===== src/hw/rtl/ctf_pkg.sv =====
// Package: shared constants, codes and result type for the compacting table
`timescale 1ns / 1ps

package ctf_pkg;

	localparam int DEF_TABLE_DEPTH = 16;
	localparam int DEF_NAME_BYTES  = 8;

	localparam int KEY_W    = 64;
	localparam int DATA_W   = 32;
	localparam int STATUS_W = 8;
	localparam int IDX_W    = 4;
	localparam int CMP_W    = 8;

	localparam logic [1:0] OP_APPEND = 2'd0;
	localparam logic [1:0] OP_FIND   = 2'd1;
	localparam logic [1:0] OP_REMOVE = 2'd2;
	localparam logic [1:0] OP_FILTER = 2'd3;

	localparam logic [1:0] RC_OK        = 2'd0;
	localparam logic [1:0] RC_FULL      = 2'd1;
	localparam logic [1:0] RC_NOT_FOUND = 2'd2;
	localparam logic [1:0] RC_BAD_INDEX = 2'd3;

	typedef struct packed {
		logic [1:0]          code;
		logic [IDX_W-1:0]    idx;
		logic [KEY_W-1:0]    name;
		logic [DATA_W-1:0]   data;
		logic [STATUS_W-1:0] status;
		logic                valid;
		logic                last;
	} result_t;

endpackage


===== src/hw/rtl/ctf_obuf.sv =====
// Output register stage: holds one result while the consumer stalls
`timescale 1ns / 1ps

module ctf_obuf import ctf_pkg::*; (
	input  logic    clk,
	input  logic    arst_n,
	input  logic    load,
	input  result_t res_d,
	input  logic    out_stall,
	output logic    can_load,
	output logic    out_valid,
	output result_t res_q
);

	logic valid_q;

	assign can_load  = !valid_q || !out_stall;
	assign out_valid = valid_q;

	always_ff @(posedge clk or negedge arst_n) begin
		if (!arst_n) begin
			valid_q <= 1'b0;
		end else if (load) begin
			valid_q <= 1'b1;
		end else if (!out_stall) begin
			valid_q <= 1'b0;
		end
	end

	always_ff @(posedge clk) begin
		if (load) begin
			res_q <= res_d;
		end
	end

endmodule


===== src/hw/rtl/compacting_table_with_ternary_filter.sv =====
// Top level: compacting key table with append, find, remove and ternary status filter
// Append and bad-index remove: answered from idle, result loaded into the output register.
// Find: walk until a hit or the end; filter: walk of all entries, held by output stalls.
// Remove: later entries move down one place; one read per cycle unless a scan stalls.
// One item at a time: a transfer is accepted when idle and the output register can load.
// Reset (arst_n low, asynchronous) empties the table and clears sequencer and output valid.
`timescale 1ns / 1ps

module compacting_table_with_ternary_filter import ctf_pkg::*; #(
	parameter int TABLE_DEPTH = DEF_TABLE_DEPTH,
	parameter int NAME_BYTES  = DEF_NAME_BYTES
) (
	input  logic                clk,
	input  logic                arst_n,
	input  logic                in_valid,
	output logic                in_stall,
	input  logic [1:0]          opcode,
	input  logic [KEY_W-1:0]    name_key,
	input  logic [DATA_W-1:0]   entry_data,
	input  logic [STATUS_W-1:0] entry_status,
	input  logic [IDX_W-1:0]    entry_index,
	input  logic [STATUS_W-1:0] pattern_ones,
	input  logic [STATUS_W-1:0] pattern_wild,
	output logic                out_valid,
	input  logic                out_stall,
	output logic [1:0]          result_code,
	output logic [IDX_W-1:0]    found_index,
	output logic [KEY_W-1:0]    out_name_key,
	output logic [DATA_W-1:0]   out_data,
	output logic [STATUS_W-1:0] out_status,
	output logic                entry_valid,
	output logic                last_result
);

	// Stored name width: only the low NAME_BYTES bytes of a key take part
	localparam int NAME_W = 8 * NAME_BYTES;
	localparam int ENT_W  = NAME_W + DATA_W + STATUS_W;
	// Address into the store and a count that can also hold the depth itself
	localparam int AW     = (TABLE_DEPTH > 1) ? $clog2(TABLE_DEPTH) : 1;
	localparam int CW     = $clog2(TABLE_DEPTH + 1);

	// Sequencer states
	localparam logic [1:0] ST_IDLE  = 2'd0;
	localparam logic [1:0] ST_SCAN  = 2'd1;	// find or filter walk
	localparam logic [1:0] ST_SHIFT = 2'd2;	// remove: copy entries down one place

	logic [1:0]          state_q;
	logic [CW-1:0]       cnt_q;		// entries in use
	logic [CW-1:0]       ptr_q;		// next address to read
	logic                vld_s1;		// a read is in flight to the check stage
	logic [AW-1:0]       idx_s1;		// address of that read
	logic [ENT_W-1:0]    mem_rd_s1;	// registered read data

	// Operation captured at transfer time
	logic [1:0]          op_q;
	logic [NAME_W-1:0]   key_q;
	logic [STATUS_W-1:0] ones_q;
	logic [STATUS_W-1:0] wild_q;

	// Entry store. Entries at and beyond cnt_q are never read, so it needs no clearing.
	logic [ENT_W-1:0]    mem [TABLE_DEPTH];

	logic                accept;
	logic                can_load;
	logic                emit;
	logic                load;
	logic                stall_s;
	logic                rd_en;
	logic [AW-1:0]       rd_addr;
	logic                wr_en;
	logic [AW-1:0]       wr_addr;
	logic [ENT_W-1:0]    wr_data;
	logic                scan_done;
	logic                key_hit;
	logic                stat_hit;
	logic                append_full;
	logic                remove_bad;
	logic [NAME_W-1:0]   rd_name;
	logic [DATA_W-1:0]   rd_data;
	logic [STATUS_W-1:0] rd_status;
	result_t             res_d;
	result_t             res_q;

	assign in_stall = (state_q != ST_IDLE) || !can_load;
	assign accept   = in_valid && !in_stall;

	assign rd_name   = mem_rd_s1[ENT_W-1 -: NAME_W];
	assign rd_data   = mem_rd_s1[STATUS_W +: DATA_W];
	assign rd_status = mem_rd_s1[STATUS_W-1:0];

	// Ternary compare: wild bits match anything, the rest must equal the ones pattern
	assign key_hit  = (rd_name == key_q);
	assign stat_hit = (((rd_status ^ ones_q) & ~wild_q) == '0);

	// Walk finished: every address issued and nothing left in the check stage
	assign scan_done = (ptr_q == cnt_q) && !vld_s1;

	assign append_full = (cnt_q >= CW'(TABLE_DEPTH));
	assign remove_bad  = ({{(CMP_W - IDX_W){1'b0}}, entry_index} >= CMP_W'(cnt_q));
	assign rd_addr     = ptr_q[AW-1:0];

	always_comb begin
		emit    = 1'b0;
		res_d   = '0;
		res_d.last = 1'b1;
		rd_en   = 1'b0;
		wr_en   = 1'b0;
		wr_addr = '0;
		wr_data = '0;
		stall_s = 1'b0;
		unique case (state_q)
			ST_IDLE: begin
				if (accept) begin
					if (opcode == OP_APPEND) begin
						emit = 1'b1;
						if (append_full) begin
							res_d.code = RC_FULL;
						end else begin
							res_d.code = RC_OK;
							wr_en      = 1'b1;
							wr_addr    = cnt_q[AW-1:0];
							wr_data    = {name_key[NAME_W-1:0], entry_data, entry_status};
						end
					end else if (opcode == OP_REMOVE && remove_bad) begin
						emit       = 1'b1;
						res_d.code = RC_BAD_INDEX;
					end
				end
			end
			ST_SCAN: begin
				if (vld_s1 && op_q == OP_FIND && key_hit) begin
					emit       = 1'b1;
					res_d.code = RC_OK;
					res_d.idx  = IDX_W'(idx_s1);
				end else if (vld_s1 && op_q == OP_FILTER && stat_hit) begin
					emit         = 1'b1;
					res_d.code   = RC_OK;
					res_d.name   = KEY_W'(rd_name);
					res_d.data   = rd_data;
					res_d.status = rd_status;
					res_d.valid  = 1'b1;
					res_d.last   = 1'b0;
				end else if (scan_done) begin
					emit       = 1'b1;
					res_d.code = (op_q == OP_FIND) ? RC_NOT_FOUND : RC_OK;
				end
				stall_s = emit && !can_load;
				// no new read once find has its hit
				rd_en = !stall_s && (ptr_q < cnt_q) &&
					!(vld_s1 && op_q == OP_FIND && key_hit);
			end
			ST_SHIFT: begin
				wr_en   = vld_s1;
				wr_addr = idx_s1 - AW'(1);
				wr_data = mem_rd_s1;
				rd_en   = (ptr_q < cnt_q);
				if (scan_done) begin
					emit       = 1'b1;
					res_d.code = RC_OK;
				end
			end
			default: begin
			end
		endcase
	end

	assign load = emit && can_load;

	// Sequencer and counters
	always_ff @(posedge clk or negedge arst_n) begin
		if (!arst_n) begin
			state_q <= ST_IDLE;
			cnt_q   <= '0;
			ptr_q   <= '0;
			vld_s1  <= 1'b0;
		end else begin
			unique case (state_q)
				ST_IDLE: begin
					vld_s1 <= 1'b0;
					if (accept) begin
						priority if (opcode == OP_APPEND) begin
							if (!append_full) begin
								cnt_q <= cnt_q + CW'(1);
							end
						end else if (opcode == OP_REMOVE) begin
							if (!remove_bad) begin
								state_q <= ST_SHIFT;
								ptr_q   <= CW'(entry_index) + CW'(1);
							end
						end else begin
							state_q <= ST_SCAN;
							ptr_q   <= '0;
						end
					end
				end
				ST_SCAN: begin
					if (!stall_s) begin
						vld_s1 <= rd_en;
						if (rd_en) begin
							ptr_q <= ptr_q + CW'(1);
						end
						if (emit && (res_d.last)) begin
							state_q <= ST_IDLE;
							vld_s1  <= 1'b0;
						end
					end
				end
				ST_SHIFT: begin
					vld_s1 <= rd_en;
					if (rd_en) begin
						ptr_q <= ptr_q + CW'(1);
					end
					if (scan_done && can_load) begin
						cnt_q   <= cnt_q - CW'(1);
						state_q <= ST_IDLE;
					end
				end
				default: begin
					state_q <= ST_IDLE;
				end
			endcase
		end
	end

	// Captured operands and read address tag
	always_ff @(posedge clk) begin
		if (accept) begin
			op_q   <= opcode;
			key_q  <= name_key[NAME_W-1:0];
			ones_q <= pattern_ones;
			wild_q <= pattern_wild;
		end
		if (rd_en) begin
			idx_s1 <= rd_addr;
		end
	end

	// Store: one write port, one registered read port
	always_ff @(posedge clk) begin
		if (wr_en) begin
			mem[wr_addr] <= wr_data;
		end
	end

	always_ff @(posedge clk) begin
		if (rd_en) begin
			mem_rd_s1 <= mem[rd_addr];
		end
	end

	ctf_obuf u_obuf (
		.clk       (clk),
		.arst_n    (arst_n),
		.load      (load),
		.res_d     (res_d),
		.out_stall (out_stall),
		.can_load  (can_load),
		.out_valid (out_valid),
		.res_q     (res_q)
	);

	assign result_code  = res_q.code;
	assign found_index  = res_q.idx;
	assign out_name_key = res_q.name;
	assign out_data     = res_q.data;
	assign out_status   = res_q.status;
	assign entry_valid  = res_q.valid;
	assign last_result  = res_q.last;

endmodule


===== config.mk =====
export PLATFORM = sky130hd
export DESIGN_NAME = compacting_table_with_ternary_filter
export DESIGN_NICKNAME = d
export VERILOG_FILES = /design/src/hw/rtl/ctf_pkg.sv /design/src/hw/rtl/ctf_obuf.sv /design/src/hw/rtl/compacting_table_with_ternary_filter.sv
export SDC_FILE = /design/constraint.sdc
export NUM_CORES = 2
export LEC_CHECK = 0
export BUFFER_PORTS_ARGS = -buffer_cell sky130_fd_sc_hd__buf_2
export CAP_MARGIN = 0
export CORE_MARGIN = 2
export CORE_UTILIZATION = 52
export CTS_BUF_LIST = sky130_fd_sc_hd__clkbuf_2
export CTS_CLUSTER_DIAMETER = 30
export DETAILED_ROUTE_END_ITERATION = 16
export GPL_TIMING_DRIVEN = 0
export PLACE_DENSITY_LB_ADDON = 0.08
export SLEW_MARGIN = 10
export SYNTH_ARGS = -nofsm -noshare
export SYNTH_HDL_FRONTEND = slang
export SYNTH_SLANG_ARGS = --single-unit

===== constraint.sdc =====
create_clock -name clk -period 9.95 [get_ports clk]
set_clock_uncertainty 0.05 [all_clocks]
set_input_delay 2.4875 -clock clk [delete_from_list [all_inputs] [get_ports clk]]
set_output_delay 2.4875 -clock clk [all_outputs]
set_load 0.1 [all_outputs]

# Word level (Yosys, flattened, before mapping)
# Memories as Yosys holds them, arrays and structs flattened. A register that Yosys moved wholly into a read port is not among the register bits.
# Index checks and enable logic that the tools add are counted.
[op_classes]
mux = 61
n_reduce_logical = 35
order_cmp = 3
bitwise = 5
n_eq_ne = 16
add_sub_neg = 5
[op_table]
columns = ["operator", "count"]
rows = [
  ["two-way mux 104 bit", 3],
  ["case mux 104 bit (2 select lines)", 1],
  ["equality test 64 bit", 1],
  ["two-way mux 5 bit", 10],
  ["two-way mux 2 bit", 15],
  ["two-way mux 1 bit", 20],
  ["case mux 5 bit (3 select lines)", 1],
  ["!= test 2 bit, second input constant", 7],
  ["logical AND 1 bit", 13],
  ["two-way mux 4 bit", 3],
  ["adder 5 x 1 -> 5 bit, second input constant", 2],
  ["case mux 5 bit (2 select lines)", 1],
  ["AND reduction 5 bit", 2],
  ["AND 8 bit", 1],
  ["logical NOT 8 bit", 1],
  ["NOT 8 bit", 1],
  ["case mux 4 bit (2 select lines)", 1],
  ["bitwise XOR 8 bit", 1],
  ["logical NOT 1 bit", 7],
  ["equality test 2 bit, second input constant", 3],
  ["case mux 1 bit (3 select lines)", 2],
  ["case mux 2 bit (3 select lines)", 1],
  ["AND reduction 6 bit", 1],
  ["adder 4 x 1 -> 5 bit, second input constant", 1],
  ["19 further kinds", 26],
]
[totals]
mem_count = 1
reg_bits = 212
ram_bits = 1664
output_inout_bits = 114
inputBits = 130
[memory_table]
columns = ["memory", "depth", "width", "rd", "rd_clocked_by_memory_dff", "write_ports", "line", "rtl"]
rows = [
  ["mem", 16, 104, 1, 1, 1, "compacting_table_with_ternary_filter.sv:61", "logic [ENT_W-1:0] mem [TABLE_DEPTH];"],
]

# Depth between registers and ports, before layout
[logic_depth]
ltp_word = 15
ltp_mapped = 11
mapped_depth_nobuf = 10

# Modules after synthesis
# Synthesis repeated with hierarchy kept, for this count alone.
[hier_totals]
cells_unflattened = 3167
hier_area_um2 = 75307.2
[modules_own_cells]
columns = ["mod", "cells_per_inst", "area_per_inst_um2", "instances"]
rows = [
  ["compacting_table_with_ternary_filter", 3052, 71907.7, 1],
  ["ctf_obuf", 115, 3399.5, 1],
]

# Worst setup path after synthesis
# Ideal clock, no wire load.
[synth_path]
kind = "input to register"
from = "in out_stall"
to = "mem mem[11][0] (netlist name) (enable)"
arrival_ps = 9956
path_slack_ps = -624
required_ps = 9332
path_stages = 9
cell_sequence = "nand2_1 > nand3_1 > inv_1 > and2_1 > clkbuf_1 > clkbuf_1 > a21oi_1 > or2_2 > nor2_1"
[synth_via]
elab_chain_cells = 10
[synth_lines]
columns = ["item", "line", "rtl"]
rows = [
  ["from (decl)", "compacting_table_with_ternary_filter.sv:25", "input logic out_stall,"],
  ["logical NOT 1 bit *", "ctf_obuf.sv:17", "assign can_load = !valid_q || !out_stall;"],
  ["logical OR 1 bit *", "ctf_obuf.sv:17", ""],
  ["logical NOT 1 bit *", "compacting_table_with_ternary_filter.sv:84", "assign in_stall = (state_q != ST_IDLE) || !can_load;"],
  ["logical OR 1 bit *", "compacting_table_with_ternary_filter.sv:84", ""],
  ["logical NOT 1 bit *", "compacting_table_with_ternary_filter.sv:85", "assign accept = in_valid && !in_stall;"],
  ["logical AND 1 bit *", "compacting_table_with_ternary_filter.sv:85", ""],
  ["named net accept", "compacting_table_with_ternary_filter.sv:63", "logic accept;"],
  ["two-way mux 1 bit", "compacting_table_with_ternary_filter.sv:113", "if (accept) begin"],
  ["case mux 1 bit (2 select lines)", "compacting_table_with_ternary_filter.sv:111", "unique case (state_q)"],
  ["two-way mux 1 bit", "compacting_table_with_ternary_filter.sv:240", "if (wr_en) begin"],
  ["two-way mux 1 bit (implied by the code)", "compacting_table_with_ternary_filter.sv:241", "mem[wr_addr] <= wr_data;"],
  ["to (decl)", "compacting_table_with_ternary_filter.sv:61", ""],
]
# Mark *: on every way through the listed nets, which the timed path passes. The rest lies on a longest branch.

# Final worst setup path
[layout_path]
from = "in out_stall"
to = "mem mem[15][44] (netlist name) (enable)"
# The elaborated chain is that of the path after synthesis.

==> results.md <==
* Run status: finished, final reports clean
* Seq pwr share at 0.457
* Pin count of the biggest net entering global routing at 66
* Normalized max-slew margin at 0.1030
* Final Cycle Share at 0.5866
* Vias per inst at 6.189
* Area of the die at 148000 sq um
* Unrepaired setup endpoints after global routing: false
* Launching element of the worst setup path: out_stall
* Total number of vias at 39260
* Number of antenna violations at the first check in global routing at 18
* Endpoints failing hold at 0
* Power Density at ~260 nW/um^2
* Part of the total power dissipated in combinational logic at 0.289
* Reg2Reg Capture Point: mem[15][44]
* Die Y-Extent at 384.7 um
* Startpoint of the worst-slack reg-to-reg timing path: state_q[0]
* Switch share at 0.3341
* TritonCTS clock tree: built
* Wire length of the first global-routing pass at 298.7 mm
* Syn Std Cell Area at 75350 sq um
* Count of buffers added by post-CTS timing repair for setup at 0
* Setup crit start kind: input pin
* Number of violations reported at the end of detailed-routing iteration 0 at 5317
* Final period demand of the worst path at 5.837 ns
* Synth Area per Inst at 23.79 sq um
* Mapped Cells at 3168
* FF/Latch Area at around 59000 sq um
* Overall routed net length at around 220 mm
* Max FO, Critical Path at 49
* TritonCTS sink count at between 1500 and 2000
* DIE WIDTH at 384.7 um
* Worst Hold Slack at 0.4929 ns
* Crit Path Category: input pin to register
* DRC violations left at 0
* Number of buffers added on ports at 243
* Leading cell types in the layout, fill and taps excluded: 1966 x sky130_fd_sc_hd__edfxtp_1, 772 x sky130_fd_sc_hd__clkbuf_2, 520 x sky130_fd_sc_hd__mux4_2
* Router iterations before antenna repair at 8
* Fraction of final layout cells with drive strength greater than 1 at 0.3962
* CTS root buf: sky130_fd_sc_hd__clkbuf_2
* LEAKAGE at 0.02912 uW
* CTS Buffer Depth at 4
* Final Cell Area at 86840 sq um
* Cell type with the highest occurrence count on the critical path: sky130_fd_sc_hd__buf_12
* Hold-fix buffers at CTS at 0
* Flip-flop cell with the highest count after synthesis: sky130_fd_sc_hd__edfxtp_1
* Routability congestion estimate from global placement at 0.8480
* Clk Latency, worst-skew pair at between 1.5 and 2 ns
* Data required time of the critical path at 11.31 ns
* Vias in the first global route at between 40000 and 50000
* Number of instances resized during post-cts repair at 0
* Element type at the critical path end: register
* Worst Path Arrival at about 7 ns
* Cell Chain, Critical Path: buf_2 -> nand2_1 -> nand3_1 -> inv_6 -> buf_16 -> and2_1 -> clkbuf_1 -> clkbuf_1 -> a21oi_1 -> nor2_4 -> buf_16 -> buf_12 -> buf_12 -> buf_12
* Count of flip-flops with a built-in enable after synthesis at roughly 2000
* I/O pin count at about 240
* Number of buffers inserted during clock tree synthesis at roughly 540
* Net count of the finished layout at 4227
* # Max-Cap Violations at 0
* Mapped Nets at 3318
* Post-detailed-route count of antenna-violating nets at 0
* Class of the tightest hold or removal check: register to register
* Internal Dissipation at 15090 uW
* Synth top area share at 0.7834
* Cell Rows at ~140
* Total net switching power at between 7000 and 8000 uW
* Placed inst area at slightly above 80000 sq um
* Wirelength per Cell at 33.90 um
* Top achievable clock speed at ~0.17 GHz
* Worst-path cell with the longest stage delay: sky130_fd_sc_hd__clkbuf_1
* Multi-input combinational cell area at roughly 15000 sq um
* Gr ovfl total at 0
* Fraction of registers with async set or reset after synthesis at 0.007071
* Number of register bits inferred by synthesis at 1980
* Most common cell after layout, fill and taps aside: sky130_fd_sc_hd__edfxtp_1
* Number of cells traversed by the worst register-to-register path at 14
* Top area cells in the synthesized netlist: sky130_fd_sc_hd__edfxtp_1 78%, sky130_fd_sc_hd__mux4_2 16%, sky130_fd_sc_hd__a22o_1 1.2%
* Effective utilization at floorplan at 0.5246
* Overall fraction of global-route tracks in use at 0.2952
* Slew at the pin closest to its max-slew limit at around 1.3 ns
* Area growth from synthesis to layout at 15.24%
* Reg2Reg Setup Slack at 4.32 ns
* Filler cell count at 10448
* Clock Pin Slew Worst Setup and Hold Paths at 0.09 ns
* Share of power burned in the clock network at 0.253
* Post-DP HPWL at 138.5 mm
* Final setup vio count at 0
* H-tree depth reported by CTS at 6
* Final number of max-transition violations at 0
* Seq/Total Area, Yosys at 0.7881
* Core Footprint at 143700 sq um
* Number of warnings reported in the yosys synthesis log at 0
* Count of unique library cells instantiated by Yosys at 54
* Last element of the critical path: mem[15][44]
* Largest voltage drop on the vdd net at approximately 0.16 mV
* Largest stage delay on the critical path at between 0.7 and 0.8 ns
* Cell type contributing the most total cell area after synthesis: sky130_fd_sc_hd__edfxtp_1
sequential cells by signal (all words and copies together), names as in the netlist:
register          count
mem                1664
u_obuf.res_q        112
mem_rd_s1           104
key_q                64
ones_q                8
wild_q                8
cnt_q                 5
ptr_q                 5
idx_s1                4
op_q                  2
state_q               2
u_obuf.out_valid      1
vld_s1                1
cells in the mapped netlist (all sizes together) (2+ instances only):
cell,number
xnor2,61
or4,3
nand2b,4
o21ai,12
o22ai,4
and2,106
nand4,20
dfrtp,14
mux4,520
a22oi,2
ha,19
edfxtp,1966
mux2i,3
or3,2
a21oi,12
nor3,5
nand2,29
inv,22
a21o,7
nor2,33
a211oi,2
clkbuf,109
and3,5
xor2,20
o211ai,2
o221ai,2
nand3,8
o2111ai,3
o21a,2
buf,44
a22o,105
nor4,6
nor2b,3
final cells by class:
class	instances	area share
Antenna cell	11	0.0003170
Buffer	153	0.007103
Clock buffer	744	0.04288
Clock inverter	150	0.01242
Inverter	22	0.001095
Multi-Input combinational cell	1013	0.1778
Sequential cell	1980	0.6839
Tap cell	1903	0.02742
Timing Repair Buffer	368	0.04712
critical path, delay by kind of cell:
kind	cells	cell delay [ns]
AO/OA/AOI/OAI	1	0.50
buffers and inverters	9	2.92
AND/OR/NAND/NOR	4	1.21
per-stage QoR:
stage | TNS (ns) | total power (uW) | utilization | worst slack [ns] | instances
after detailed placement | 0 | 17140 | 0.5707 | 2.461 | 5438
after global routing | 0 | 23540 | 0.6044 | 4.067 | 6340
after floorplan | -487.72 | 14800 | - | -0.6240 | 3168
final | 0 | 22660 | 0.6045 | 4.113 | 6344
after CTS | 0 | 22820 | 0.6041 | 4.125 | 6332
after global placement | - | 17010 | 0.5497 | -10.36 | 5314
metal layers:
metal  part of all wire  global-route usage  wire length [um]
met2               0.49              0.4677            104700
met5           0.000037                   0                 8
met1               0.39              0.4146             83680
met4              0.028              0.1017              6013
met3              0.096             0.06054             20620
power by group through the flow:
stage                     registers [uW]  clock network, uW  logic, uW
final                              10400               5740       6550
after floorplan                    11000                  0       3770
after global placement             10600                  0       6360
after detailed placement           10600                  0       6590
after CTS                          10400               5850       6600
after global routing               10400               6290       6850
kinds of logic after synthesis:
| kind of cell | synth area share |
|---|---|
| flip-flops | 0.7881 |
| multiplexers | 0.1560 |
| adder cells (fa/ha/maj) | 0.003420 |
| AO/OA/AOI/OAI | 0.01714 |
| XOR/XNOR | 0.009415 |
| buffers and inverters | 0.008784 |
| AND/OR/NAND/NOR | 0.01719 |
worst min-delay path by stage:
stage / start / end / cells after the start
floorplan: ptr_q[2] / idx_s1[2] / 0
CTS: arst_n / ptr_q[4] / 1
detailed placement: cnt_q[4] / cnt_q[4] / 1
global route: arst_n / ptr_q[4] / 1
finish: cnt_q[4] / cnt_q[4] / 1
global placement: cnt_q[4] / cnt_q[4] / 1
Power figures use the tool's default switching activity.
